**config.mk**
```make
export PLATFORM = sky130hd
export DESIGN_NAME = mf3_median
export DESIGN_NICKNAME = d
export VERILOG_FILES = /design/src/rtl/core/mf3_pkg.sv /design/src/rtl/core/mf3_median.sv
export SDC_FILE = /design/constraint.sdc
export NUM_CORES = 1
export LEC_CHECK = 0
export ABC_AREA = 0
export CORE_ASPECT_RATIO = 0.6
export CORE_MARGIN = 2
export CORE_UTILIZATION = 45
export CTS_CLUSTER_SIZE = 28
export DETAILED_ROUTE_END_ITERATION = 7
export DONT_BUFFER_PORTS = 1
export GPL_ROUTABILITY_DRIVEN = 1
export HOLD_SLACK_MARGIN = 0.1
export PLACE_DENSITY = 0.65
export RECOVER_POWER = 25
export SLEW_MARGIN = 40
export SYNTH_ARGS = -nofsm -noshare
export SYNTH_HDL_FRONTEND = slang
export SYNTH_SLANG_ARGS = --single-unit
```
**constraint.sdc**
```tcl
create_clock -name clk -period 18.1 [get_ports clk]
set_input_delay 5.43 -clock clk [delete_from_list [all_inputs] [get_ports clk]]
set_output_delay 5.43 -clock clk [all_outputs]
set_load 0.05 [all_outputs]
```
**src/rtl/core/mf3_pkg.sv**
```systemverilog
// Shared types, constants and compare helpers for the 3x3 median filter.
// No dependencies; every other file of the filter uses it.

package mf3_pkg;

  localparam int PIX_W      = 32;
  localparam int ROW_W      = 12;
  localparam int COL_W      = 11;
  localparam int WREG_W     = 12;
  localparam int HREG_W     = 13;
  localparam int CFG_IDX_W  = 2;
  localparam int CFG_DATA_W = 13;
  localparam int MIN_DIM    = 3;
  localparam int MAX_HEIGHT = 4096;

  localparam logic [CFG_IDX_W-1:0] REG_IMAGE_WIDTH  = 2'd0;
  localparam logic [CFG_IDX_W-1:0] REG_IMAGE_HEIGHT = 2'd1;

  typedef logic [PIX_W-1:0] pix_t;

  typedef struct packed {
    logic             interior;
    logic [COL_W-1:0] col;
    logic [ROW_W-1:0] row;
  } tag_t;

  typedef struct packed {
    pix_t hi;
    pix_t md;
    pix_t lo;
  } col3_t;

  function automatic pix_t min2(input pix_t a, input pix_t b);
    return (a < b) ? a : b;
  endfunction

  function automatic pix_t max2(input pix_t a, input pix_t b);
    return (a < b) ? b : a;
  endfunction

  function automatic pix_t min3(input pix_t a, input pix_t b, input pix_t c);
    return min2(min2(a, b), c);
  endfunction

  function automatic pix_t max3(input pix_t a, input pix_t b, input pix_t c);
    return max2(max2(a, b), c);
  endfunction

  function automatic pix_t med3(input pix_t a, input pix_t b, input pix_t c);
    return max2(min2(a, b), min2(max2(a, b), c));
  endfunction

  function automatic col3_t sort3(input pix_t a, input pix_t b, input pix_t c);
    col3_t r;
    pix_t  l1;
    pix_t  h1;
    pix_t  t;
    l1   = min2(a, b);
    h1   = max2(a, b);
    r.hi = max2(h1, c);
    t    = min2(h1, c);
    r.lo = min2(l1, t);
    r.md = max2(l1, t);
    return r;
  endfunction

endpackage

```
**src/rtl/core/mf3_median.sv**
```systemverilog
// Median datapath: sorts each new column, keeps the window of sorted columns
// and reduces it to the median over three registered stages. Uses mf3_pkg.

module mf3_median (
  input  logic            clk,
  input  logic            rst,
  input  logic            advance,
  input  logic            in_valid,
  input  mf3_pkg::pix_t   top,
  input  mf3_pkg::pix_t   mid,
  input  mf3_pkg::pix_t   pix,
  input  mf3_pkg::tag_t   in_tag,
  output logic            out_valid,
  output mf3_pkg::pix_t   out_median,
  output mf3_pkg::tag_t   out_tag
);

  logic            v1;
  logic            v2;
  logic            v3;
  mf3_pkg::col3_t  c0;
  mf3_pkg::col3_t  c1;
  mf3_pkg::col3_t  c2;
  mf3_pkg::tag_t   tag1;
  mf3_pkg::tag_t   tag2;
  mf3_pkg::tag_t   tag3;
  mf3_pkg::pix_t   lo_max;
  mf3_pkg::pix_t   md_med;
  mf3_pkg::pix_t   hi_min;
  mf3_pkg::pix_t   median;

  always_ff @(posedge clk) begin
    if (rst) begin
      v1 <= 1'b0;
      v2 <= 1'b0;
      v3 <= 1'b0;
    end else if (advance) begin
      v1 <= in_valid;
      v2 <= v1;
      v3 <= v2;
    end
  end

  // The column registers move only with real pixels, so bubbles never
  // break the window.
  always_ff @(posedge clk) begin
    if (advance && in_valid) begin
      c2   <= c1;
      c1   <= c0;
      c0   <= mf3_pkg::sort3(top, mid, pix);
      tag1 <= in_tag;
    end
  end

  always_ff @(posedge clk) begin
    if (advance) begin
      lo_max <= mf3_pkg::max3(c0.lo, c1.lo, c2.lo);
      md_med <= mf3_pkg::med3(c0.md, c1.md, c2.md);
      hi_min <= mf3_pkg::min3(c0.hi, c1.hi, c2.hi);
      tag2   <= tag1;
      median <= tag2.interior ? mf3_pkg::med3(lo_max, md_med, hi_min) : '0;
      tag3   <= tag2;
    end
  end

  assign out_valid  = v3;
  assign out_median = median;
  assign out_tag    = tag3;

endmodule

```
==> impl_metrics.yaml <==
run_status:
  outcome: "completed"
synthesis:
  yosys.area_share.adder_pct: 16.1
  syn_area_mm2: 0.0312
  yosysWarnings: 0
  synth_top_family_by_area: "adder cells"
  synth_seq_area_share_pct: 47.1
  syn_avg_cell_area_um2: 11.6
  synth-main-ff-cell: "edfxtp_1"
  synth_top_area_share_pct: 46.9
  netlist_instances: 2699
  ys_top_cells_by_area: "edfxtp_1, ha_1, mux2_2"
  synth_nets: 3226
  async_reset_ff_share_pct: 0
  synth_top_cell_by_area: "edfxtp_1"
  synthXorXnorAreaFrac_pct: 0
  synthMuxAreaShare_pct: 15.4
  netlist-cell-type-count: 58
  yosysMostFrequentCell: "edfxtp_1"
  netlist_top_cells_count: "edfxtp_1, ha_1, inv_1, mux2i_1, mux2_2"
  ys_ff_latch: 491
  synth-edff-count: 488
  synth_compound_area_share_pct: 9.90
  synthSimpleGateAreaFrac_pct: 5.72
detailed_routing:
  via_per_inst: 5.79
  num_vias: 21100
  drt-pass1-iter-count: 6
  ant_nets: 0
  post_drt_wl_per_cell_um: 23.2
  routed_wirelength_um: 84600
  drc: 0
  drt_iter0_markers: 2189
hold_path:
  worstHoldPathType: "flip-flop to flip-flop"
  min_to: "out_tag[5]"
  hold_start: "tag2[5]"
  whs_path_depth: 0
placed_design:
  dp.final_hpwl_um: 67100
  globalplace.congestion: 0.931
  numPortBuffers: 0
power:
  ir_drop_v: 0.0000984
  power_uw: 4560
  power_density_mw_per_mm2: 134
  p_leak_uw: 0.0147
global_route:
  grt_pass1_wl_um: 127000
  grt_usage_pct: 23.4
  antenna_found_initial: 10
  grt_overflow_total: 0
  grt_max_degree: 181
  grt_pass1_vias: 20300
worst_setup_path:
  crit_type: "input port to flip-flop"
  timing.rr.start: "lo_max[23]"
  crit_slowest_cell: "buf_4"
  crit_required_ns: 18.41
  ff2ff_path_depth: 29
  r2r_end: "out_median[0]"
  cp_max_fo: 53
  r2r_slack_ns: 7.72
  arrival_ns: 13.55
  worstSetupEndpointType: "flip-flop"
  cp-start-kind: "input port"
  crit_top_cell: "o21ai_0"
  critical-path-max-stage-delay_ns: 0.70
timing:
  skew_ns: 0.0142
  slew_headroom_pct: 44.7
  post-route-period-util_pct: 73.2
  maxSlewViolCount: 0
  fmax_ghz: 0.0755
  setup_viol: 0
  tightestPinTransition_ns: 0.829
  rsz0062_at_grt: "no"
  fin_crit_ns: 13.25
  hold_violations: 0
  finalSetupTns_ns: 0
floorplan:
  core_mm2: 0.0683
  die_x_um: 344
  start_util_pct: 45.7
  die_height_um: 208
  num_rows: 74
  io_pins: 181
  die-area_mm2: 0.0716
clocking:
  cts-resized-gates: 0
  clk_latency_ns: 0.60
  post_cts_buffers: 0
  cts_buffer_depth: 3
  cts_sinks: 491
  clk_pin_slew_ns: 0.06
  cts_tree: "built"
  htreeDepth: 2
  ctsHoldBuffers: 0
  numCtsBuffers: 49
  cts-root-buf: "clkbuf_16"
final_layout:
  final_net_count: 3226
  synthToLayoutAreaGrowth_pct: 8.86
  drive_gt1_share_pct: 12.3
flow_run:
  max-cap-violations: 0
report_power, final:
part | switching (µW) | total (µW) | internal [µW]
Clock | 453 | 1060 | 602
Sequential | 258 | 1730 | 1470
Combinational | 1070 | 1780 | 703
sequential cells by signal, summed over array words and instances (netlist names), 32 cells and up:
register / cells
c0: 96
c2: 96
c1: 96
hi_min: 32
lo_max: 32
md_med: 32
out_median: 32
metal layers:
| layer | routed length, µm | GRT usage, % | vias up |
|---|---|---|---|
| met4 | 1090 | 3.63 | 2 |
| met5 | 9 | 0 | - |
| li1 | - | - | 9971 |
| met1 | 43500 | 38.9 | 10300 |
| met2 | 32600 | 31.3 | 796 |
| met3 | 7390 | 4.29 | 78 |
how the worst max path moves through the flow:
stage	to	start
after floorplan	c0[0]	advance
after global placement	c0[59]	mid[2]
after detailed placement	c0[61]	mid[2]
after CTS	c0[61]	mid[2]
after global routing	c0[61]	mid[29]
final	c0[24]	mid[29]
placed cells by master, fill, tap and decap left out, types with 8 or more instances in the layout:
cell type  count
mux2_2       209
clkinv_2       9
a21oi_1      161
a221oi_1       8
o211ai_1      17
a21o_1        60
inv_1        389
nand2b_1       8
nand2_1      126
clkbuf_16     49
mux2_4        11
o22ai_1       11
o21a_1        12
nor2b_1       11
nor3_1        24
o21ai_0      170
nor2_1        88
buf_4         17
edfxtp_1     488
ha_1         403
a211oi_1      27
nand4_1       70
mux2i_1      227
nand3_1       22
cells by family after synthesis:
| logic type | Yosys count |
|---|---|
| AOI/OAI and AO/OA | 517 |
| adders and majority gates | 403 |
| buffers and inverters | 463 |
| DFF | 491 |
| muxes | 448 |
| and+or+nand+nor | 377 |
metrics by stage:
stage / util [%] / worst slack (ns) / instances / area [µm²] / hold WS (ns)
2_1_floorplan: - / 4.91 / 2699 / 31200 / 0.400
3_3_place_gp: 47.3 / 4.33 / 3555 / 32300 / 0.400
3_5_place_dp: 47.4 / 4.11 / 3559 / 32400 / 0.405
4_1_cts: 49.7 / 4.73 / 3644 / 34000 / 0.419
5_1_grt: 49.8 / 4.10 / 3645 / 34000 / 0.423
6_report: 49.8 / 4.85 / 3646 / 34000 / 0.418
layout make-up:
class,count,area (µm²)
diodes,1,2.50
clock buffers,57,1280
clock inverters,28,319
fillers,6042,34300
inverters,389,1460
multi-input cells,1745,14900
flip-flops and latches,491,14700
well taps,912,1140
repair buffers,23,233
critical path: cells and delay by family:
| family | cells | cell delay, ns |
|---|---|---|
| AND/OR/NAND/NOR | 3 | 0.45 |
| multiplexers | 3 | 0.96 |
| adder cells (fa/ha/maj) | 3 | 0.81 |
| AO/OA/AOI/OAI | 17 | 4.17 |
| buffers and inverters | 4 | 1.65 |
(Power assumes the default switching activity.)
